**src/hw/rtl/rbox_pkg.sv**
```systemverilog
// Shared types, constants and float helpers for the ray/box slab hit test.
package rbox_pkg;

  typedef logic [31:0] f32_t;

  localparam int unsigned NumAxes    = 3;
  localparam int unsigned NumLanes   = 2 * NumAxes;
  localparam int unsigned SubStages  = 3;
  localparam int unsigned DivStages  = 30;
  localparam int unsigned CmpStages  = 3;
  localparam int unsigned PipeStages = SubStages + DivStages + CmpStages;

  localparam f32_t QNAN         = 32'h7FC0_0000;
  localparam f32_t TSTART_RESET = 32'h3A83_126F;
  localparam f32_t TEND_RESET   = 32'h7F80_0000;

  typedef enum logic [0:0] {
    REG_T_START = 1'b0,
    REG_T_END   = 1'b1
  } reg_idx_e;

  function automatic logic f_is_nan(f32_t a);
    return (&a[30:23]) && (|a[22:0]);
  endfunction

  // IEEE a < b: false on NaN, signed zeros equal.
  function automatic logic f_lt(f32_t a, f32_t b);
    logic r;
    if (f_is_nan(a) || f_is_nan(b)) begin
      r = 1'b0;
    end else if ((a[30:0] == 31'd0) && (b[30:0] == 31'd0)) begin
      r = 1'b0;
    end else if (a[31] && !b[31]) begin
      r = 1'b1;
    end else if (!a[31] && b[31]) begin
      r = 1'b0;
    end else if (!a[31]) begin
      r = a[30:0] < b[30:0];
    end else begin
      r = a[30:0] > b[30:0];
    end
    return r;
  endfunction

  function automatic f32_t f_min(f32_t a, f32_t b);
    f32_t r;
    if (f_is_nan(a)) begin
      r = b;
    end else if (f_is_nan(b)) begin
      r = a;
    end else begin
      r = f_lt(b, a) ? b : a;
    end
    return r;
  endfunction

  function automatic f32_t f_max(f32_t a, f32_t b);
    f32_t r;
    if (f_is_nan(a)) begin
      r = b;
    end else if (f_is_nan(b)) begin
      r = a;
    end else begin
      r = f_lt(a, b) ? b : a;
    end
    return r;
  endfunction

  function automatic logic [4:0] lzc27(logic [26:0] v);
    logic [4:0] c;
    c = 5'd27;
    for (int i = 0; i < 27; i++) begin
      if (v[i]) c = 5'(26 - i);
    end
    return c;
  endfunction

  function automatic logic [4:0] lzc24(logic [23:0] v);
    logic [4:0] c;
    c = 5'd24;
    for (int i = 0; i < 24; i++) begin
      if (v[i]) c = 5'(23 - i);
    end
    return c;
  endfunction

endpackage

```
**src/hw/rtl/rbox_slab_cmp.sv**
```systemverilog
// Interval narrowing over the three axes, one axis per stage.
module rbox_slab_cmp (
  input  logic                 clk_i,
  input  logic [2:0]           en_i,
  input  rbox_pkg::f32_t       t_start_i,
  input  rbox_pkg::f32_t       t_end_i,
  input  rbox_pkg::f32_t       t_i [rbox_pkg::NumLanes],
  output logic                 hit_o
);
  import rbox_pkg::*;

  f32_t lo0, hi0, lo1, hi1, lo2, hi2;
  f32_t lo_q, hi_q, lo1_q, hi1_q;
  f32_t ty_a_q, ty_b_q, tz_a_q, tz_b_q, tz_a1_q, tz_b1_q;
  logic miss_q, miss1_q, hit_q;

  always_comb begin
    lo0 = f_max(f_min(t_i[0], t_i[3]), t_start_i);
    hi0 = f_min(f_max(t_i[0], t_i[3]), t_end_i);
    lo1 = f_max(f_min(ty_a_q, ty_b_q), lo_q);
    hi1 = f_min(f_max(ty_a_q, ty_b_q), hi_q);
    lo2 = f_max(f_min(tz_a1_q, tz_b1_q), lo1_q);
    hi2 = f_min(f_max(tz_a1_q, tz_b1_q), hi1_q);
  end

  always_ff @(posedge clk_i) begin
    if (en_i[0]) begin
      lo_q   <= lo0;
      hi_q   <= hi0;
      miss_q <= f_lt(hi0, lo0);
      ty_a_q <= t_i[1];
      ty_b_q <= t_i[4];
      tz_a_q <= t_i[2];
      tz_b_q <= t_i[5];
    end
    if (en_i[1]) begin
      lo1_q   <= lo1;
      hi1_q   <= hi1;
      miss1_q <= miss_q | f_lt(hi1, lo1);
      tz_a1_q <= tz_a_q;
      tz_b1_q <= tz_b_q;
    end
    if (en_i[2]) begin
      hit_q <= ~(miss1_q | f_lt(hi2, lo2));
    end
  end

  assign hit_o = hit_q;

endmodule

```
**config.mk**
```make
export PLATFORM = sky130hd
export DESIGN_NAME = rbox_slab_cmp
export DESIGN_NICKNAME = d
export VERILOG_FILES = /design/src/hw/rtl/rbox_pkg.sv /design/src/hw/rtl/rbox_slab_cmp.sv
export SDC_FILE = /design/constraint.sdc
export NUM_CORES = 1
export LEC_CHECK = 0
export BUFFER_PORTS_ARGS = -buffer_cell sky130_fd_sc_hd__buf_2
export CAP_MARGIN = 20
export CORE_UTILIZATION = 30
export CTS_CLUSTER_DIAMETER = 120
export CTS_CLUSTER_SIZE = 16
export DETAILED_ROUTE_END_ITERATION = 10
export GPL_TIMING_DRIVEN = 1
export SLEW_MARGIN = 20
export SYNTH_ARGS = -nofsm -noshare
export SYNTH_HDL_FRONTEND = slang
export SYNTH_SLANG_ARGS = --single-unit
```
**constraint.sdc**
```tcl
create_clock -name clk_i -period 23.8 [get_ports clk_i]
set_clock_uncertainty 0.1 [all_clocks]
set_input_delay 2.38 -clock clk_i [delete_from_list [all_inputs] [get_ports clk_i]]
set_output_delay 2.38 -clock clk_i [all_outputs]
set_load 0.005 [all_outputs]
```
==> impl_metrics.json <==
{
  "num_vias": 21600,
  "drt_iter0_drc": 1515,
  "placementRows": 106,
  "cts_resized": 0,
  "place.gp.congestion": 1.06,
  "slew_headroom_pct": 15.7,
  "cts_buffer_depth": 3,
  "syn_nets": 3295,
  "yosysSeqAreaShare_pct": 38.1,
  "cts_setup_buffers": 0,
  "die_x_um": 293,
  "synth-edff-count": 323,
  "dr.pass1.iters": 7,
  "yosysTopAreaCell": "edfxtp_1",
  "cp_slowest_cell": "a2111oi_0",
  "hold_violations": 0,
  "io_pins": 261,
  "crit_path_frequent_cell": "a21oi_1",
  "end_kind": "flop",
  "worst_pin_slew_ps": 1250,
  "path_clk_slew_ps": 90,
  "period_minus_slack_ps": 10990,
  "powerDensity_mw_per_mm2": 77.4,
  "wl_per_cell_um": 21.7,
  "io_buffers": 260,
  "irDropWorstVdd_mv": 0.0406,
  "synth_xor_area_share_pct": 0.241,
  "yosysMostFrequentCell": "ha_1",
  "die_area_sq_mm": 0.0861,
  "yosysUniqueCellTypes": 76,
  "cts_buffers": 24,
  "synth-simple-area-share_pct": 16.0,
  "min_path_type": "reg -> reg",
  "tns_ps": 0,
  "drive_gt1_share_pct": 13.6,
  "antenna_found_initial": 7,
  "grt_pass1_wl_um": 130000,
  "crit_buf_inv": 2,
  "cts-root-buf": "clkbuf_16",
  "grt_usage_pct": 20.0,
  "cts_tree": "built",
  "grt_start_max_net_pins": 77,
  "fmax_ghz": 0.0910,
  "leakage_nw": 12.6,
  "multiInputGateArea_sq_mm": 0.0145,
  "synthTopCellsByCount": "361 x ha_1, 323 x edfxtp_1, 270 x inv_1",
  "place_area_sq_mm": 0.0281,
  "antenna_left": 0,
  "grt_pass1_vias": 21000,
  "synth_area_sq_mm": 0.0255,
  "post-route-cell-area_sq_mm": 0.0288,
  "regArea_sq_mm": 0.00970,
  "syn_to_final_growth_pct": 12.9,
  "hold-path-cell-count": 0,
  "synth_top_area_share_pct": 38.1,
  "ys_seq_elements": 323,
  "fin_crit_sh_pct": 46.2,
  "synthAdderAreaFrac_pct": 17.9,
  "gr-total-overflow": 0,
  "synthMuxAreaShare_pct": 6.94,
  "start_util_pct": 30.4,
  "core_sq_mm": 0.0838,
  "reg2regPathDepth": 38,
  "worst-path-stages": 38,
  "critPathMaxStageDelay_ps": 620,
  "maxCapViolations": 0,
  "totalWireLength_um": 88000,
  "cts_hold_buf": 0,
  "synth_compound_area_share_pct": 15.8,
  "setup_violations": 0,
  "crit_family": "compound AO/OA/AOI/OAI gates",
  "final_max_slew_viol_count": 0,
  "dp_hpwl_um": 73200,
  "async_flop_share_pct": 0,
  "startpoint_type": "flop",
  "synth_top_family_by_area": "adder cells",
  "finalNetCount": 3532,
  "synth_ff_type": "edfxtp_1",
  "clkLatencyLatePin_ps": 580,
  "status": "complete, no violations",
  "clock_sinks": 323,
  "syn_inst": 2674,
  "syn_avg_cell_area_sq_um": 9.52,
  "synthTopCellsByArea": "edfxtp_1 38%, ha_1 18%, a21oi_1 5.1%, inv_1 4.0%, nor2_1 3.8%",
  "critPathMaxFanout": 56,
  "synth_warnings": 0,
  "ff2ff_setup_slack_ps": 12810,
  "cp.required_ps": 24060,
  "fillers": 8723,
  "htree_levels": 1,
  "rsz0062_at_grt": "no",
  "fp.dieH_um": 293,
  "drc": 0,
  "worstSetupPathType": "reg -> reg",
  "cp.arrival_ps": 11250,
  "via_per_inst": 5.35
}
layout make-up:
class	instances	share of cell area, %
multi-input cells	2015	50.5
flip-flops and latches	323	33.7
repair buffers	277	5.03
well taps	1134	4.93
inverters	270	3.52
clock buffers	25	2.18
clock inverters	3	0.0696
diodes	1	0.00870
report_power, final:
part,total (mW),internal (mW),switching (mW)
Combinational,1.02,0.405,0.611
Clock,0.379,0.186,0.193
Sequential,0.831,0.730,0.101
metal layers:
layer,global-route usage [%],up-vias,part of all wire [%]
li1,-,10500,-
met1,25.6,10200,43
met2,34.6,752,48
met3,2.45,140,5.9
met4,6.61,12,3.4
met5,0,-,0.075
path summary, 6_finish.rpt:
kind / from / end
setup / recovery: tz_a1_q[9] / hit_o
setup reg to reg: tz_a1_q[9] / hit_o
hold / removal: tz_b_q[4] / tz_b1_q[4]
hold reg to reg: tz_b_q[4] / tz_b1_q[4]
cells in the final DEF (no fill, tap or decap), types with 96 or more instances in the layout:
cell type,instances
ha_1,361
edfxtp_1,323
inv_1,270
buf_2,258
nor2_1,257
a21oi_1,257
nand2_1,150
o21ai_0,136
nand4_1,109
a21o_1,101
mux2i_1,96
worst reg2reg max path: cells and delay by family, from the launching register on:
| family | cells | cell delay [ps] |
|---|---|---|
| fa+ha+maj | 2 | 670 |
| buf+inv | 2 | 960 |
| compound gates | 22 | 5630 |
| simple gates | 12 | 2860 |
| flops | 1 | 560 |
through the flow:
step / std cells / setup slack, ps / total power [mW] / utilization [%] / hold slack (ps)
2_1_floorplan: 2674 / 13120 / 1.49 / - / 300
3_3_place_gp: 4018 / 12550 / 1.83 / 33.5 / 302
3_5_place_dp: 4018 / 12480 / 1.84 / 33.5 / 305
4_1_cts: 4046 / 12970 / 2.23 / 34.3 / 300
5_1_grt: 4048 / 12170 / 2.38 / 34.3 / 313
6_report: 4048 / 12810 / 2.23 / 34.3 / 298
flip-flops by register name (all words and copies together), names as in the netlist:
name / cells
hi1_q: 32
hi_q: 32
hit_o: 1
lo1_q: 32
lo_q: 32
miss1_q: 1
miss_q: 1
ty_a_q: 32
ty_b_q: 32
tz_a1_q: 32
tz_a_q: 32
tz_b1_q: 32
tz_b_q: 32
cell families (layout without fill, tap and decap cells):
| family | Yosys count | in the layout |
|---|---|---|
| multiplexers | 167 | 167 |
| AND/OR/NAND/NOR | 822 | 822 |
| flip-flops | 323 | 323 |
| AO/OA/AOI/OAI | 654 | 654 |
| other | 0 | 1 |
| adder cells (fa/ha/maj) | 365 | 365 |
| buffers and inverters | 336 | 575 |
| XOR/XNOR | 7 | 7 |
(Power assumes the default switching activity.)
