$ cat config.mk
export PLATFORM = sky130hd
export DESIGN_NAME = rbox_fdiv
export DESIGN_NICKNAME = d
export VERILOG_FILES = /design/src/hw/rtl/rbox_pkg.sv /design/src/hw/rtl/rbox_fdiv.sv
export SDC_FILE = /design/constraint.sdc
export NUM_CORES = 2
export LEC_CHECK = 0
export BUFFER_PORTS_ARGS = -buffer_cell sky130_fd_sc_hd__buf_2
export CORE_MARGIN = 5
export CORE_UTILIZATION = 54
export CTS_CLUSTER_DIAMETER = 200
export CTS_CLUSTER_SIZE = 40
export DETAILED_ROUTE_END_ITERATION = 6
export PLACE_DENSITY = 0.79
export SYNTH_ARGS = -nofsm -noshare
export SYNTH_HDL_FRONTEND = slang
export SYNTH_SLANG_ARGS = --single-unit
$ cat constraint.sdc
create_clock -name clk_i -period 4.75 [get_ports clk_i]
set_input_delay 0.95 -clock clk_i [delete_from_list [all_inputs] [get_ports clk_i]]
set_output_delay 0.95 -clock clk_i [all_outputs]
set_load 0.05 [all_outputs]
$ cat src/hw/rtl/rbox_pkg.sv
// Shared types, constants and float helpers for the ray/box slab hit test.
package rbox_pkg;

  typedef logic [31:0] f32_t;

  localparam int unsigned NumAxes    = 3;
  localparam int unsigned NumLanes   = 2 * NumAxes;
  localparam int unsigned SubStages  = 3;
  localparam int unsigned DivStages  = 30;
  localparam int unsigned CmpStages  = 3;
  localparam int unsigned PipeStages = SubStages + DivStages + CmpStages;

  localparam f32_t QNAN         = 32'h7FC0_0000;
  localparam f32_t TSTART_RESET = 32'h3A83_126F;
  localparam f32_t TEND_RESET   = 32'h7F80_0000;

  typedef enum logic [0:0] {
    REG_T_START = 1'b0,
    REG_T_END   = 1'b1
  } reg_idx_e;

  function automatic logic f_is_nan(f32_t a);
    return (&a[30:23]) && (|a[22:0]);
  endfunction

  // IEEE a < b: false on NaN, signed zeros equal.
  function automatic logic f_lt(f32_t a, f32_t b);
    logic r;
    if (f_is_nan(a) || f_is_nan(b)) begin
      r = 1'b0;
    end else if ((a[30:0] == 31'd0) && (b[30:0] == 31'd0)) begin
      r = 1'b0;
    end else if (a[31] && !b[31]) begin
      r = 1'b1;
    end else if (!a[31] && b[31]) begin
      r = 1'b0;
    end else if (!a[31]) begin
      r = a[30:0] < b[30:0];
    end else begin
      r = a[30:0] > b[30:0];
    end
    return r;
  endfunction

  function automatic f32_t f_min(f32_t a, f32_t b);
    f32_t r;
    if (f_is_nan(a)) begin
      r = b;
    end else if (f_is_nan(b)) begin
      r = a;
    end else begin
      r = f_lt(b, a) ? b : a;
    end
    return r;
  endfunction

  function automatic f32_t f_max(f32_t a, f32_t b);
    f32_t r;
    if (f_is_nan(a)) begin
      r = b;
    end else if (f_is_nan(b)) begin
      r = a;
    end else begin
      r = f_lt(a, b) ? b : a;
    end
    return r;
  endfunction

  function automatic logic [4:0] lzc27(logic [26:0] v);
    logic [4:0] c;
    c = 5'd27;
    for (int i = 0; i < 27; i++) begin
      if (v[i]) c = 5'(26 - i);
    end
    return c;
  endfunction

  function automatic logic [4:0] lzc24(logic [23:0] v);
    logic [4:0] c;
    c = 5'd24;
    for (int i = 0; i < 24; i++) begin
      if (v[i]) c = 5'(23 - i);
    end
    return c;
  endfunction

endpackage

$ cat src/hw/rtl/rbox_fdiv.sv
// Pipelined single-precision divider, one quotient bit per stage, round to nearest even.
module rbox_fdiv (
  input  logic                 clk_i,
  input  logic [29:0]          en_i,
  input  rbox_pkg::f32_t       n_i,
  input  rbox_pkg::f32_t       d_i,
  output rbox_pkg::f32_t       res_o
);
  import rbox_pkg::*;

  localparam int unsigned QBits = 27;

  typedef struct packed {
    logic signed [10:0] qe;
    logic               sgn;
    logic               nan;
    logic               inf;
    logic               zero;
  } dctl_t;

  // stage 0: unpack, normalise subnormals, specials
  logic        n_nan, d_nan, n_inf, d_inf, n_zero, d_zero;
  logic [23:0] nm, dm;
  logic [4:0]  lzn, lzd;
  logic [7:0]  ne_e, de_e;
  logic signed [10:0] en_s, ed_s;
  dctl_t       ctl0;

  always_comb begin
    n_nan  = f_is_nan(n_i);
    d_nan  = f_is_nan(d_i);
    n_inf  = (&n_i[30:23]) && !(|n_i[22:0]);
    d_inf  = (&d_i[30:23]) && !(|d_i[22:0]);
    n_zero = n_i[30:0] == 31'd0;
    d_zero = d_i[30:0] == 31'd0;
    nm     = {|n_i[30:23], n_i[22:0]};
    dm     = {|d_i[30:23], d_i[22:0]};
    lzn    = lzc24(nm);
    lzd    = lzc24(dm);
    ne_e   = (n_i[30:23] == 8'd0) ? 8'd1 : n_i[30:23];
    de_e   = (d_i[30:23] == 8'd0) ? 8'd1 : d_i[30:23];
    en_s   = $signed({3'b000, ne_e}) - $signed({6'd0, lzn});
    ed_s   = $signed({3'b000, de_e}) - $signed({6'd0, lzd});
    ctl0.qe   = en_s - ed_s + 11'sd127;
    ctl0.sgn  = n_i[31] ^ d_i[31];
    ctl0.nan  = n_nan | d_nan | (n_zero & d_zero) | (n_inf & d_inf);
    ctl0.inf  = n_inf | d_zero;
    ctl0.zero = n_zero | d_inf;
  end

  logic [24:0]      rem_q [QBits+1];
  logic [QBits-1:0] q_q   [QBits+1];
  logic [23:0]      md_q  [QBits+1];
  dctl_t            ctl_q [QBits+1];

  always_ff @(posedge clk_i) begin
    if (en_i[0]) begin
      rem_q[0] <= {1'b0, nm << lzn};
      q_q[0]   <= '0;
      md_q[0]  <= dm << lzd;
      ctl_q[0] <= ctl0;
    end
  end

  // restoring division, one stage per quotient bit
  for (genvar k = 1; k <= QBits; k++) begin : g_div
    logic        ge;
    logic [24:0] diff;
    always_comb begin
      ge   = rem_q[k-1] >= {1'b0, md_q[k-1]};
      diff = ge ? (rem_q[k-1] - {1'b0, md_q[k-1]}) : rem_q[k-1];
    end
    always_ff @(posedge clk_i) begin
      if (en_i[k]) begin
        rem_q[k] <= {diff[23:0], 1'b0};
        q_q[k]   <= {q_q[k-1][QBits-2:0], ge};
        md_q[k]  <= md_q[k-1];
        ctl_q[k] <= ctl_q[k-1];
      end
    end
  end

  // post stage 1: normalise quotient, denormalise below the exponent range
  logic [26:0]        m, m2;
  logic signed [10:0] ee, shs;
  logic               st, st2, ovf;
  logic [7:0]         fld;

  always_comb begin
    st = |rem_q[QBits];
    if (q_q[QBits][26]) begin
      m  = q_q[QBits];
      ee = ctl_q[QBits].qe;
    end else begin
      m  = {q_q[QBits][25:0], 1'b0};
      ee = ctl_q[QBits].qe - 11'sd1;
    end
    ovf = ee >= 11'sd255;
    shs = 11'sd1 - ee;
    fld = ee[7:0];
    m2  = m;
    st2 = st;
    if (ee <= 11'sd0) begin
      fld = 8'd0;
      if (shs >= 11'sd27) begin
        m2  = '0;
        st2 = st | (|m);
      end else begin
        m2  = m >> shs[4:0];
        st2 = st | (|(m & ~({27{1'b1}} << shs[4:0])));
      end
    end
  end

  logic [26:0] m_q;
  logic        st_q, ovf_q;
  logic [7:0]  fld_q;
  dctl_t       ctlp_q;

  always_ff @(posedge clk_i) begin
    if (en_i[QBits+1]) begin
      m_q    <= m2;
      st_q   <= st2;
      ovf_q  <= ovf;
      fld_q  <= fld;
      ctlp_q <= ctl_q[QBits];
    end
  end

  // post stage 2: round and pack
  logic        rnd;
  logic [30:0] pack;
  f32_t        res_d, res_q;

  always_comb begin
    rnd  = m_q[2] & (m_q[1] | m_q[0] | st_q | m_q[3]);
    pack = {fld_q, m_q[25:3]} + {30'd0, rnd};
    if (ctlp_q.nan) begin
      res_d = QNAN;
    end else if (ctlp_q.inf || ovf_q) begin
      res_d = {ctlp_q.sgn, 8'hFF, 23'd0};
    end else if (ctlp_q.zero) begin
      res_d = {ctlp_q.sgn, 31'd0};
    end else begin
      res_d = {ctlp_q.sgn, pack};
    end
  end

  always_ff @(posedge clk_i) begin
    if (en_i[QBits+2]) res_q <= res_d;
  end

  assign res_o = res_q;

endmodule

==> flow_summary_export.csv <==
group,metric,value,unit
yosys,seq_area_frac_synth,0.593,
timing,max_slew.worst_pin.slew,1.17,ns
timing,finClkSkew,0.0440,ns
yosys,synth_simple_gate_area_frac,0.0885,
yosys,yosys_warnings,0,
pwr,p_leak,45.7,nW
drt,drt-total-wl,240000,um
die,core-area,205000,um2
drt,routedWlPerCell,20.1,um
timing,period_needed,4.26,ns
yosys,synth_top_family_by_area,"compound AO/OA/AOI/OAI gates",
status,status,"complete, but fails checks",
worst_setup_path,cp_cell_sequence,"inv_1 > ha_1 > nor2b_1 > o31a_1 > o22a_1 > a2111oi_0 > o31ai_1 > a21oi_1 > o21ai_1 > a21oi_2 > buf_12 > mux2_2",
yosys,syn-num-nets,9866,
drt,wl_met1,101000,um
place,dp_hpwl,185000,um
layout,final_core_util,0.574,
clock_network,clockBufferDepth,3,
clock_network,clkSinkCount,2190,
die,die-area,215000,um2
worst_setup_path,max_stage_delay,0.72,ns
yosys,synth_compound_area_frac,0.113,
clock_network,tritoncts,"built",
yosys,synth-main-ff-cell,"edfxtp_1",
worst_setup_path,crit_path_end_kind,"flop",
timing,rsz0062_at_grt,"false",
clock_network,postCtsSetupBuffers,0,
yosys,synthAdderAreaFrac,0.0816,
clock_network,path_clk_slew,0.14,ns
die,initial_core_util,0.542,
drt,drtAntennaViolNets,0,
place,place_area,116000,um2
drt,dr_wl_met3,10700,um
clock_network,cts-root-buf,"clkbuf_16",
worst_setup_path,crit_start,"md_q[1][49]",
worst_setup_path,r2r_start,"md_q[1][49]",
timing,fin_crit_sh,0.897,
worst_setup_path,start_kind,"flop",
worst_setup_path,worst-path-buf-inv,2,
yosys,synthArstFlopShare,0,
yosys,synth_edf_count,2190,
yosys,ys_seq_elements,2190,
global_route,grt.overflow.total,0,
worst_setup_path,worstPathMaxFanout,33,
die,num_rows,166,
layout,final_common_cell,"edfxtp_1",
yosys,syn_area,111000,um2
clock_network,cts_resized,0,
worst_setup_path,crit_type,"flop to flop",
layout,final_cell_mix,"edfxtp_1 (2,190), inv_1 (864), ha_1 (676)",
worst_setup_path,crit_slowest_cell,"a2111oi_0",
drt,drc,1,
layout,final_design_area_no_fill,117000,um2
worst_hold_path,min_from,"ctl_q[0][78]",
yosys,synth_cell_type_count,94,
clock_network,clkLatencyLatePin,0.79,ns
yosys,yosys-mux-area-fraction,0.0453,
worst_setup_path,crit_arrival,4.80,ns
place,portBuffers,126,
die,die_h,463,um
drt,top_layer,"met5",
clock_network,cts_made_buffers,60,
yosys,synth-xor-area-share,0.0435,
drt,via_per_inst,5.85,
die,die_w,463,um
clock_network,ctsHoldBuffers,0,
global_route,grt_pass1_vias,69000,
worst_setup_path,worst_ep_required_time,5.28,ns
timing,fmax,235,MHz
timing,setup-violations-final,0,
run,cap_violations,0,
layout,fillCellCount,16200,
global_route,grt_max_degree,82,
yosys,synthCells,9066,
yosys,synth.top_cell.area_share,0.593,
place,gp_congestion,0.943,
yosys,avgSynthCellArea,12.2,um2
timing,slew_headroom,0.214,
yosys,yosys-top-cells-area,"edfxtp_1 (59%), ha_1 (7.6%), mux2_2 (3.2%), a21oi_1 (3.0%), inv_1 (2.9%)",
worst_hold_path,hold_class,"flop to flop",
drt,wl_met2,121000,um
yosys,yosysTopAreaCell,"edfxtp_1",
die,pin_count,127,
layout,drive_above_1_share,0.0855,
global_route,antenna_found_initial,7,
layout,syn_to_final_growth,5.85,%
layout,nets,10100,
global_route,grt_pass1_wl,377000,um
worst_setup_path,cp_top_family,"compound AO/OA/AOI/OAI gates",
drt,vias,70000,
global_route,grt_util_all_layers,0.217,
pwr,ir_worst_vdd,359,uV
clock_network,cts_max_level,2,
timing,hold_violations,0,
status,violations,"DRC",
drt,first_pass_iters,7,
pwr,power_density,565,nW/um2
drt,drtIter0Drc,5661,
timing,drv_slew,0,
-- cells by family (layout without fill, tap and decap cells) --
family,Yosys count,in the layout
compound gates,2035,2035
other cells,0,1
simple gates,2085,2085
xor+xnor,550,550
mux,460,460
fa+ha+maj,707,707
buf+inv,1039,1250
flops,2190,2190
-- where the power goes --
part | total [W] | internal (W) | switching (W)
Clock | 0.00753 | 0.00237 | 0.00516
Combinational | 0.0294 | 0.0130 | 0.0164
Sequential | 0.0294 | 0.0271 | 0.00235
Total | 0.0663 | 0.0424 | 0.0239
-- state kept, by name (all words and copies together) (netlist names), 4 cells and up --
| register | cells |
|---|---|
| rem_q | 672 |
| ctlp_q | 4 |
| ctl_q | 420 |
| q_q | 378 |
| res_o | 32 |
| md_q | 648 |
| m_q | 26 |
| fld_q | 8 |
-- synth_stat cells (all sizes together), types with 29 or more instances --
cell type / count
a211oi: 75
a21boi: 29
a21o: 182
a21oi: 666
a31oi: 60
and2: 45
and3: 36
buf: 52
clkbuf: 121
edfxtp: 2190
ha: 677
inv: 866
mux2: 327
mux2i: 132
nand2: 590
nand2b: 112
nand3: 124
nand4: 105
nor2: 634
nor2b: 108
nor3: 134
nor4: 51
o211ai: 36
o21a: 111
o21ai: 526
o21bai: 51
o31a: 32
o31ai: 59
or2: 31
or3: 63
xnor2: 323
xor2: 227
-- final timing paths --
| kind | to | slack (ns) | depth (start not counted) |
|---|---|---|---|
| min | ctl_q[0][93] | 0.40 | 0 |
| max reg2reg | rem_q[1][80] | 0.49 | 12 |
| min reg2reg | ctl_q[0][93] | 0.40 | 0 |
| max | rem_q[1][80] | 0.49 | 12 |
-- cell type report --
class                           instances  area [um2]  area share
Clock inverter                          2        27.5    0.000234
Sequential cell                      2190       65800       0.560
Tap cell                             2688        3360      0.0286
Timing Repair Buffer                  320        2170      0.0185
Clock buffer                           62        1550      0.0132
Antenna cell                            1        2.50   0.0000213
Inverter                              866        3250      0.0277
Multi-Input combinational cell       5837       41300       0.352
-- stage by stage --
step	hold WS [ns]	instances	setup WS (ns)	power, W	TNS (ns)
2_1_floorplan	0.400	9066	0.0118	0.0510	0
3_3_place_gp	0.401	11900	-0.259	0.0575	-0.628
3_5_place_dp	0.405	11900	-0.187	0.0587	-0.492
4_1_cts	0.411	12000	0.547	0.0663	0
5_1_grt	0.431	12000	0.174	0.0707	0
6_report	0.404	12000	0.487	0.0663	0
-- routing by layer --
layer	track usage	vias to the layer above
li1	-	33600
met1	0.285	34000
met2	0.387	1994
met3	0.0181	383
met4	0.0645	2
met5	0	-
Power figures use the tool's default switching activity.
