`src/hw/rtl/rbox_pkg.sv`:
```
// Shared types, constants and float helpers for the ray/box slab hit test.
package rbox_pkg;

  typedef logic [31:0] f32_t;

  localparam int unsigned NumAxes    = 3;
  localparam int unsigned NumLanes   = 2 * NumAxes;
  localparam int unsigned SubStages  = 3;
  localparam int unsigned DivStages  = 30;
  localparam int unsigned CmpStages  = 3;
  localparam int unsigned PipeStages = SubStages + DivStages + CmpStages;

  localparam f32_t QNAN         = 32'h7FC0_0000;
  localparam f32_t TSTART_RESET = 32'h3A83_126F;
  localparam f32_t TEND_RESET   = 32'h7F80_0000;

  typedef enum logic [0:0] {
    REG_T_START = 1'b0,
    REG_T_END   = 1'b1
  } reg_idx_e;

  function automatic logic f_is_nan(f32_t a);
    return (&a[30:23]) && (|a[22:0]);
  endfunction

  // IEEE a < b: false on NaN, signed zeros equal.
  function automatic logic f_lt(f32_t a, f32_t b);
    logic r;
    if (f_is_nan(a) || f_is_nan(b)) begin
      r = 1'b0;
    end else if ((a[30:0] == 31'd0) && (b[30:0] == 31'd0)) begin
      r = 1'b0;
    end else if (a[31] && !b[31]) begin
      r = 1'b1;
    end else if (!a[31] && b[31]) begin
      r = 1'b0;
    end else if (!a[31]) begin
      r = a[30:0] < b[30:0];
    end else begin
      r = a[30:0] > b[30:0];
    end
    return r;
  endfunction

  function automatic f32_t f_min(f32_t a, f32_t b);
    f32_t r;
    if (f_is_nan(a)) begin
      r = b;
    end else if (f_is_nan(b)) begin
      r = a;
    end else begin
      r = f_lt(b, a) ? b : a;
    end
    return r;
  endfunction

  function automatic f32_t f_max(f32_t a, f32_t b);
    f32_t r;
    if (f_is_nan(a)) begin
      r = b;
    end else if (f_is_nan(b)) begin
      r = a;
    end else begin
      r = f_lt(a, b) ? b : a;
    end
    return r;
  endfunction

  function automatic logic [4:0] lzc27(logic [26:0] v);
    logic [4:0] c;
    c = 5'd27;
    for (int i = 0; i < 27; i++) begin
      if (v[i]) c = 5'(26 - i);
    end
    return c;
  endfunction

  function automatic logic [4:0] lzc24(logic [23:0] v);
    logic [4:0] c;
    c = 5'd24;
    for (int i = 0; i < 24; i++) begin
      if (v[i]) c = 5'(23 - i);
    end
    return c;
  endfunction

endpackage

```
`src/hw/rtl/rbox_fsub.sv`:
```
// Three-stage single-precision subtractor, round to nearest even.
module rbox_fsub (
  input  logic                 clk_i,
  input  logic [2:0]           en_i,
  input  rbox_pkg::f32_t       a_i,
  input  rbox_pkg::f32_t       b_i,
  output rbox_pkg::f32_t       res_o
);
  import rbox_pkg::*;

  // stage 1: classify, order by magnitude
  f32_t       bn, lg, sm;
  logic       swap, a_nan, b_nan, a_inf, b_inf;
  logic [7:0] el_e, es_e;

  logic        sgn_q, sub_q, nan_q, inf_q;
  logic [7:0]  el_q, dist_q;
  logic [23:0] ml_q, ms_q;

  always_comb begin
    bn    = {~b_i[31], b_i[30:0]};
    a_nan = f_is_nan(a_i);
    b_nan = f_is_nan(bn);
    a_inf = (&a_i[30:23]) && !(|a_i[22:0]);
    b_inf = (&bn[30:23]) && !(|bn[22:0]);
    swap  = bn[30:0] > a_i[30:0];
    lg    = swap ? bn : a_i;
    sm    = swap ? a_i : bn;
    el_e  = (lg[30:23] == 8'd0) ? 8'd1 : lg[30:23];
    es_e  = (sm[30:23] == 8'd0) ? 8'd1 : sm[30:23];
  end

  always_ff @(posedge clk_i) begin
    if (en_i[0]) begin
      sgn_q  <= lg[31];
      sub_q  <= lg[31] ^ sm[31];
      nan_q  <= a_nan | b_nan | (a_inf & b_inf & (a_i[31] ^ bn[31]));
      inf_q  <= a_inf | b_inf;
      el_q   <= el_e;
      dist_q <= el_e - es_e;
      ml_q   <= {|lg[30:23], lg[22:0]};
      ms_q   <= {|sm[30:23], sm[22:0]};
    end
  end

  // stage 2: align with sticky, add or subtract
  logic [26:0] ext, al;
  logic        st;
  logic [27:0] sum_d;

  logic        sgn2_q, sub2_q, nan2_q, inf2_q;
  logic [7:0]  el2_q;
  logic [27:0] sum_q;

  always_comb begin
    ext = {ms_q, 3'b000};
    if (dist_q >= 8'd27) begin
      al = '0;
      st = |ms_q;
    end else begin
      al = ext >> dist_q;
      st = |(ext & ~({27{1'b1}} << dist_q));
    end
    al[0] = al[0] | st;
    if (sub_q) begin
      sum_d = {1'b0, ml_q, 3'b000} - {1'b0, al};
    end else begin
      sum_d = {1'b0, ml_q, 3'b000} + {1'b0, al};
    end
  end

  always_ff @(posedge clk_i) begin
    if (en_i[1]) begin
      sgn2_q <= sgn_q;
      sub2_q <= sub_q;
      nan2_q <= nan_q;
      inf2_q <= inf_q;
      el2_q  <= el_q;
      sum_q  <= sum_d;
    end
  end

  // stage 3: normalise, round, pack
  logic [4:0]  lz;
  logic [7:0]  lim, sh;
  logic [26:0] m;
  logic [8:0]  e9;
  logic        rnd;
  logic [30:0] pack;
  f32_t        res_d, res_q;

  always_comb begin
    lz   = lzc27(sum_q[26:0]);
    lim  = el2_q - 8'd1;
    sh   = ({3'b000, lz} < lim) ? {3'b000, lz} : lim;
    if (sum_q[27]) begin
      m  = {sum_q[27:2], sum_q[1] | sum_q[0]};
      e9 = {1'b0, el2_q} + 9'd1;
    end else begin
      m  = sum_q[26:0] << sh;
      e9 = m[26] ? ({1'b0, el2_q} - {1'b0, sh}) : 9'd0;
    end
    rnd  = m[2] & (m[1] | m[0] | m[3]);
    pack = {e9[7:0], m[25:3]} + {30'd0, rnd};
    if (nan2_q) begin
      res_d = QNAN;
    end else if (inf2_q || (e9 >= 9'd255)) begin
      res_d = {sgn2_q, 8'hFF, 23'd0};
    end else if (sum_q == 28'd0) begin
      res_d = {sgn2_q & ~sub2_q, 31'd0};
    end else begin
      res_d = {sgn2_q, pack};
    end
  end

  always_ff @(posedge clk_i) begin
    if (en_i[2]) res_q <= res_d;
  end

  assign res_o = res_q;

endmodule

```
`config.mk`:
```
export PLATFORM = sky130hd
export DESIGN_NAME = rbox_fsub
export DESIGN_NICKNAME = d
export VERILOG_FILES = /design/src/hw/rtl/rbox_pkg.sv /design/src/hw/rtl/rbox_fsub.sv
export SDC_FILE = /design/constraint.sdc
export NUM_CORES = 1
export LEC_CHECK = 0
export ABC_CLOCK_PERIOD_IN_PS = 7390
export BUFFER_PORTS_ARGS = -buffer_cell sky130_fd_sc_hd__buf_4
export CORE_MARGIN = 2
export CORE_UTILIZATION = 54
export CTS_CLUSTER_DIAMETER = 150
export DETAILED_ROUTE_END_ITERATION = 10
export PLACE_DENSITY = 0.72
export RECOVER_POWER = 25
export SLEW_MARGIN = 10
export SYNTH_ARGS = -nofsm -noshare
export SYNTH_HDL_FRONTEND = slang
export SYNTH_SLANG_ARGS = --single-unit
```
`constraint.sdc`:
```
create_clock -name clk_i -period 7.39 [get_ports clk_i]
set_input_delay 0.3695 -clock clk_i [delete_from_list [all_inputs] [get_ports clk_i]]
set_output_delay 0.3695 -clock clk_i [all_outputs]
set_load 0.02 [all_outputs]
```
==> results of run 1 <==
## sequential cells by signal, summed over array words and instances, names as in the netlist, 8 cells and up
signal	count
ms_q	24
res_o	32
ml_q	24
sum_q	28
el2_q	8
el_q	8
dist_q	8
## worst min-delay path, cell delays in order
cell	delay [ps]
buf_4	100
nand2_1	40
o21ai_0	60
## cells in the mapped netlist, types with 33 or more instances
master,n
edfxtp_1,140
clkbuf_1,65
ha_1,103
inv_1,106
a211oi_1,34
o21ai_0,108
xnor2_1,37
nand2_1,233
nor2_1,153
a22oi_1,38
nor3_1,61
nand3_1,33
mux2_2,46
a21oi_1,95
mux2i_1,40
## path summary, 6_finish.rpt
kind,start,to
max,el2_q[0],res_o[28]
min,b_i[14],ms_q[14]
max reg2reg,el2_q[0],res_o[28]
min reg2reg,el_q[0],el2_q[0]
## layer usage
metal	share of wire [%]	GRT usage (%)	up-vias
met4	5.1	16.5	0
met3	7.2	4.35	166
met5	0	0	-
li1	-	-	6796
met1	41	42.1	6809
met2	47	55.0	752
## through the flow
stage	util [%]	total power, µW	cell area (µm²)
after floorplan	-	2460	15100
after global placement	58.1	3010	16000
after detailed placement	58.1	3020	16000
after CTS	60.3	3930	16700
after global routing	60.3	4180	16600
final	60.3	3970	16600
## final cells by class
class                           count  area share (%)
Multi-Input combinational cell   1443            59.3
Clock buffer                       17            2.56
Clock inverter                     15            1.17
Timing Repair Buffer              141            6.29
Tap cell                          378            2.84
Sequential cell                   140            25.2
Inverter                          114            2.60
## cells by family (layout without fill, tap and decap cells)
kind of cell	count (synthesis)	in the layout	share of synthesized area [%]
muxes	100	100	8.20
other	1	3	0.0249
and+or+nand+nor	652	652	21.0
AOI/OAI and AO/OA	514	514	23.4
xor gates and xnor gates	68	68	3.96
adders and majority gates	106	106	8.96
buffers and inverters	230	287	6.51
DFF	140	140	27.9
## power breakdown
group	switching, µW	leakage (µW)	internal [µW]
sequential	162	0.00137	1020
combinational	1170	0.00521	708
clock	392	0.000306	517
==> reports/metrics.cfg, run 1 <==
[run_status]
outcome=finished, violations left
violations=max-capacitance violations, max-slew violations

[grt]
grt_first_pass_wirelength_mm=74.9
grt_start_max_net_pins=76
antenna_found_initial=0
grt_pass1_vias=13754
grt-ovfl-total=0
track_usage_pct=33.0

[route]
firstDrtPassIters=6
drtIter0Drc=1546
wl_mm=47.8
vias=14523
drt-wirelength-per-cell_um=21.3
ant_nets=0
viasPerCell=6.46
remaining_drc_errors=0

[clock_network]
ctsResizeCount=0
cts_buffer_depth=2
cts.reportedPaths.clkPinSlew_ps=70
cts_sinks=140
cts_made_buffers=17
hold_buffers=0
cts_root_buf=clkbuf_16
cts_setup_buffers=0
cts_tree=yes
worstSkewPairLatency_ps=450
htreeDepth=4

[die]
dieHeight_um=171
die_x_um=171
die_area_mm2=0.0292
rows=61
ios=100
initial_core_util_pct=54.5
coreArea_mm2=0.0276

[hold_path]
hp-class=in2reg
whs_path_depth=3

[placed_design]
hpwlAfterDp_mm=37.0
gp_congestion=0.992
place_ws_ps=685
port_buffers=99
dp.cells=2216

[synthesis]
synth-edff-count=140
ys.flop_type=edfxtp_1
yosysTopAreaCell=edfxtp_1
synth_cells=1811
yosys_warnings=0
yosys_register_bits=140
synth-async-reset-ratio_pct=0
netlist-cell-type-count=101
synthTopCellsByArea=edfxtp_1 28%, ha_1 8.6%, nand2_1 5.8%
netlist_area_mm2=0.0150
seq_area_frac_synth_pct=27.9
avgSynthCellArea_um2=8.31
synth_top_area_share_pct=27.9

[sta]
min_period_ps=6930
min_period_over_period_pct=93.7
fin_ws_ps=464
rsz0062_at_grt=no
fin_tns_setup_ps=0
slew_viol_final=74
hold_violations=0
clock_skew_ps=14.6
whs_ps=247
fmax_mhz=144
setup_viol=0
relSlewSlack_pct=-61.0
worst_slew_pin_slew_ps=2410

[setup_path]
cp.required_ps=7580
startpoint_type=flop
max_stage_delay_ps=770
critPathBufInv=2
cp_data_arrival_time_ps=7120
path_max_fanout=12
crit_path_top_delay_cell=nor2_1
cp-end-kind=flop
rrSetupSlack_ps=460
worstPathCellList=inv_1 > ha_1 > xor2_1 > clkinv_1 > ha_1 > o211ai_1 > a21oi_1 > o21ai_2 > nor2_1 > a311oi_1 > a211oi_1 > nor2_1 > o22ai_2 > o2111ai_1 > nor4_4 > nand3b_4 > nor3_1 > mux2_2
critical-path-top-delay-family=compound AO/OA/AOI/OAI gates
cp.depth=18
r2r_cells=18
critical_path_class=reg2reg

[finish]
layout_commonest_cell=nand2_1
multi_input_area_mm2=0.00987
final_nets=2031
seq_area_mm2=0.00420
area.growth.synth_to_final_pct=10.7
drive_gt1_share_pct=15.5
antenna-diode-count=0
finalNonFillerCells=2248
num-fill-cells=2447
layout_common_cells=232 x nand2_1, 153 x nor2_1, 140 x edfxtp_1

[pwr]
p_per_area_mw_per_mm2=238
ir_drop_mv=0.158
leakage_uw=0.00688

[flow_run]
cap_violations=2

(Power assumes the default switching activity.)
==> run 2: changes to the inputs <==
--- a/config.mk
+++ b/config.mk
@@ -8,10 +8,10 @@
 export ABC_CLOCK_PERIOD_IN_PS = 7390
 export BUFFER_PORTS_ARGS = -buffer_cell sky130_fd_sc_hd__buf_4
 export CORE_MARGIN = 2
-export CORE_UTILIZATION = 54
+export CORE_UTILIZATION = 63
 export CTS_CLUSTER_DIAMETER = 150
 export DETAILED_ROUTE_END_ITERATION = 10
-export PLACE_DENSITY = 0.72
+export PLACE_DENSITY = 0.82
 export RECOVER_POWER = 25
 export SLEW_MARGIN = 10
 export SYNTH_ARGS = -nofsm -noshare
==> reports/metrics.cfg, run 2 (synthesized netlist as in run 1, its figures left out) <==
[die]
dieHeight_um=159
ios=100
die_area_mm2=0.0251
initial_core_util_pct=64.1
die_x_um=159
coreArea_mm2=0.0235
rows=56

[clock_network]
cts_setup_buffers=0
cts_root_buf=clkbuf_16
cts_sinks=140
cts.reportedPaths.clkPinSlew_ps=70
worstSkewPairLatency_ps=450
cts_made_buffers=17
cts_buffer_depth=2
hold_buffers=0
htreeDepth=4
ctsResizeCount=0
cts_tree=yes

[placed_design]
gp_congestion=1.04
port_buffers=99
hpwlAfterDp_mm=38.9

[finish]
area.growth.synth_to_final_pct=10.7
drive_gt1_share_pct=16.2
largest_register_ffs=32
layout_commonest_cell=nand2_1
layout_common_cells=232 x nand2_1, 154 x buf_4, 153 x nor2_1
num-fill-cells=1792
multi_input_area_mm2=0.00987
seq_area_mm2=0.00420
antenna-diode-count=0
final_nets=2048

[sta]
clock_skew_ps=21.2
worst_slew_pin_slew_ps=2450
min_period_ps=6490
fin_tns_setup_ps=0
relSlewSlack_pct=-63.3
hold_violations=0
fmax_mhz=154
rsz0062_at_grt=no
setup_viol=0
min_period_over_period_pct=87.9
slew_viol_final=74

[setup_path]
worstPathCellList=nor4_1 > nand3_1 > nor2_1 > ha_1 > a22oi_1 > nand2_1 > a31oi_2 > o21ai_2 > a21oi_2 > nor2_8 > inv_2 > ha_1 > o21ai_0 > nand2b_1 > a21o_1 > a21oi_1 > xnor2_1 > and3_1 > a21oi_1 > o31ai_1 > nor2_2 > nand2_1 > buf_4 > nor2_1
cp-end-kind=flop
crit_path_top_delay_cell=edfxtp_1
cp_data_arrival_time_ps=6680
startpoint_type=flop
max_stage_delay_ps=650
cp.required_ps=7570
critical_path_class=reg2reg
path_max_fanout=18

[route]
ant_nets=0
remaining_drc_errors=0
wl_mm=51.7
viasPerCell=6.86
vias=15137
firstDrtPassIters=7
drt-wirelength-per-cell_um=23.4
drtIter0Drc=2228

[grt]
grt_pass1_vias=13633
grt_start_max_net_pins=79
grt-ovfl-total=0
grt_first_pass_wirelength_mm=78.6
track_usage_pct=41.1
antenna_found_initial=0

[run_status]
violations=max-capacitance violations, max-slew violations
outcome=finished, violations left

[pwr]
power_uw=4000
ir_drop_mv=0.153
leakage_uw=0.00693
p_per_area_mw_per_mm2=240

[flow_run]
cap_violations=2

[hold_path]
hp-class=in2reg

==> run 2: changes by cell type in the layout (fill, tap and decap cells not counted), sizes merged <==
| cell | previous run | this run |
|---|---|---|
| inv | 120 | 119 |
| clkinvlp | 0 | 3 |
| bufinv | 2 | 0 |
| buf | 138 | 155 |
==> run 2: path summary, 6_finish.rpt <==
path | slack [ps] | to | depth (start not counted) | startpoint
worst max-delay path | 900 | res_o[13] | 24 | sum_q[20]
worst min-delay path | 240 | ms_q[11] | 3 | b_i[11]
worst max register to register | 900 | res_o[13] | 24 | sum_q[20]
worst min register to register | 410 | el2_q[6] | 0 | el_q[6]
==> run 2: routing by layer <==
metal  part of all wire, %  track usage [%]
met1                    40             57.4
met3                    13             9.83
met5                     0                0
met2                    42             60.8
met4                   4.6             17.4
==> run 2: stage by stage <==
step                instance area, µm²  std cells  hold slack, ps  worst slack, ps  util, %
detailed placement               16100       2174             405             1190     68.6
finish                           16700       2206             239              896     70.9
floorplan                        15100       1813             400             1640        -
CTS                              16700       2206             229             1140     71.0
global route                     16700       2206             260              596     70.9
global placement                 16100       2174             401             1320     68.6
==> run 2: cell type report <==
cell class,instances,area share (%)
multi-input combinational,1443,59.3
sequential,140,25.2
timing repair buffer,158,7.15
inverter,114,2.60
clock buffer,17,2.55
tap,319,2.40
clock inverter,15,0.774
==> run 2: power by group <==
| group | internal, µW | switching [µW] | leakage (µW) |
|---|---|---|---|
| clock | 442 | 417 | 0.000266 |
| combinational | 729 | 1200 | 0.00530 |
| sequential | 1020 | 186 | 0.00137 |
| total | 2190 | 1810 | 0.00693 |
==> run 2: critical path, delay by kind of cell, from the launching register on <==
family          cells  cell delay [ps]
compound gates      9             2160
simple gates       10             2130
flops               1              650
fa+ha+maj           2              600
buf+inv             2              440
xor+xnor            1              240
==> run 3: changes to the inputs <==
--- a/config.mk
+++ b/config.mk
@@ -5,13 +5,14 @@
 export SDC_FILE = /design/constraint.sdc
 export NUM_CORES = 1
 export LEC_CHECK = 0
+export ABC_AREA = 1
 export ABC_CLOCK_PERIOD_IN_PS = 7390
 export BUFFER_PORTS_ARGS = -buffer_cell sky130_fd_sc_hd__buf_4
 export CORE_MARGIN = 2
 export CORE_UTILIZATION = 63
 export CTS_CLUSTER_DIAMETER = 150
 export DETAILED_ROUTE_END_ITERATION = 10
-export PLACE_DENSITY = 0.82
+export PLACE_DENSITY = 0.83
 export RECOVER_POWER = 25
 export SLEW_MARGIN = 10
 export SYNTH_ARGS = -nofsm -noshare
==> reports/metrics.cfg, run 3 <==
[run_status]
outcome=finished, violations left
violations=max-capacitance violations, max-slew violations

[route]
vias=15299
dr_wl_met3_mm=5.27
wl_met2_mm=20.1
drt-wirelength-per-cell_um=18.6
ant_nets=0
remaining_drc_errors=0
drtIter0Drc=1794
dr.max_layer_used=met4
wl_met1_mm=18.9
viasPerCell=6.17
wl_mm=46.2
firstDrtPassIters=7

[clock_network]
cts_root_buf=clkbuf_16
htreeDepth=4
cts_setup_buffers=0
cts_made_buffers=17
cts_sinks=140
cts_tree=yes
ctsResizeCount=0
hold_buffers=0
cts_buffer_depth=2
worstSkewPairLatency_ps=440
cts.reportedPaths.clkPinSlew_ps=70

[grt]
grt_first_pass_wirelength_mm=72.6
antenna_found_initial=3
grt-ovfl-total=0
track_usage_pct=38.1
grt_start_max_net_pins=93
grt_pass1_vias=14118

[sta]
min_period_over_period_pct=84.2
worst_slew_pin_slew_ps=2290
clock_skew_ps=18.6
min_period_ps=6220
relSlewSlack_pct=-52.9
rsz0062_at_grt=no
setup_viol=0
fin_tns_setup_ps=0
fmax_mhz=161
slew_viol_final=74
hold_violations=0

[setup_path]
critical_path_class=reg2reg
max_stage_delay_ps=550
cp-end-kind=flop
cp.required_ps=7650
rrSetupSlack_ps=1170
r2r-start=sum_q[1]
crit_path_top_delay_cell=inv_2
critPathBufInv=3
r2r-end=res_o[0]
crit_path_frequent_cell=nand2_1
startpoint_type=flop
cp_data_arrival_time_ps=6480
r2r_cells=55
path_max_fanout=31
critical-path-top-delay-family=simple AND/OR/NAND/NOR gates

[placed_design]
placed_area_mm2=0.0153
gp_congestion=0.976
port_buffers=99
dp.cells=2447
hpwlAfterDp_mm=36.2

[pwr]
ir_drop_mv=0.145
power_uw=4160
leakage_uw=0.00754
p_per_area_mw_per_mm2=262

[finish]
area.growth.synth_to_final_pct=9.43
final_nets=2355
layout_common_cells=537 x nand2_1, 273 x inv_1, 238 x nand3_1
finalNonFillerCells=2479
layout_commonest_cell=nand2_1
antenna-diode-count=0
largest_register_ffs=32
final_area_mm2=0.0159
drive_gt1_share_pct=10.5

[synthesis]
yosys.area_share.simple_pct=34.1
yosysMostFrequentCell=nand2_1
yosys_register_bits=140
synth_cells=2127
yosys_warnings=0
synth-async-reset-ratio_pct=0
muxShareOfSynthArea_pct=0.414
synthTopCellsByArea=edfxtp_1 29%, nand2_1 14%, ha_1 8.9%
synth-edff-count=140
yosysTopAreaCell=edfxtp_1
synthAdderAreaFrac_pct=9.29
synth_commonest_cells=537 x nand2_1, 273 x inv_1, 238 x nand3_1
netlist_area_mm2=0.0145
synth-compound-area-share_pct=14.3
synth_top_family_by_area=simple AND/OR/NAND/NOR gates
ys.flop_type=edfxtp_1
synth_top_area_share_pct=29.0
netlist-cell-type-count=64
seq_area_frac_synth_pct=29.0
avgSynthCellArea_um2=6.83
synth_xor_area_share_pct=2.59

[hold_path]
whs_path_depth=3
hp-class=in2reg
min-delay-start=b_i[7]
hold_end=ms_q[7]

[flow_run]
cap_violations=2

[die]
initial_core_util_pct=64.1
die_area_mm2=0.0243
coreArea_mm2=0.0226
ios=100
dieHeight_um=156
rows=55
die_x_um=156

[run 3: logic make-up after synthesis]
kind of cell | after synthesis
buf+inv | 361
fa+ha+maj | 106
flops | 140
simple gates | 1103
other cells | 1
compound gates | 367
mux | 6
xor+xnor | 43
[run 3: layout make-up]
class / count / area (µm²)
fillers: 1924 / 6750
well taps: 285 / 357
clock buffers: 18 / 429
repair buffers: 108 / 800
multi-input cells: 1628 / 8840
flip-flops and latches: 140 / 4200
clock inverters: 14 / 178
inverters: 286 / 1080
[run 3: metrics by stage]
| step | hold WS [ps] | utilization (%) | worst slack (ps) |
|---|---|---|---|
| final | 231 | 70.2 | 1170 |
| after global routing | 254 | 70.2 | 557 |
| after CTS | 221 | 70.2 | 1340 |
| after detailed placement | 406 | 67.5 | 1400 |
| after global placement | 401 | 67.5 | 1690 |
| after floorplan | 400 | - | 2610 |
[run 3: worst max path at each step]
| stage | depth (start not counted) | from | end |
|---|---|---|---|
| 2_1_floorplan | 49 | sum_q[1] | res_o[23] |
| 3_3_place_gp | 45 | sum_q[0] | res_o[12] |
| 6_report | 55 | sum_q[1] | res_o[0] |
| 5_1_grt | 55 | sum_q[1] | res_o[10] |
| 4_1_cts | 55 | sum_q[1] | res_o[18] |
| 3_5_place_dp | 55 | sum_q[1] | res_o[18] |
[run 3: report_power, final]
| part | switching, µW | internal, µW |
|---|---|---|
| clock network | 394 | 512 |
| registers | 154 | 1050 |
| logic | 1420 | 635 |
| total | 1970 | 2200 |
[run 3: worst min-delay path: cells and delay by family]
kind / cells / cell delay [ps]
AO/OA/AOI/OAI: 1 / 50
buffers and inverters: 1 / 90
AND/OR/NAND/NOR: 1 / 40
[run 3: routing by layer]
layer,vias to the layer above,track usage (%)
li1,7266,-
met1,6957,51.4
met2,908,58.4
met3,168,10.3
met4,0,15.6
met5,-,0
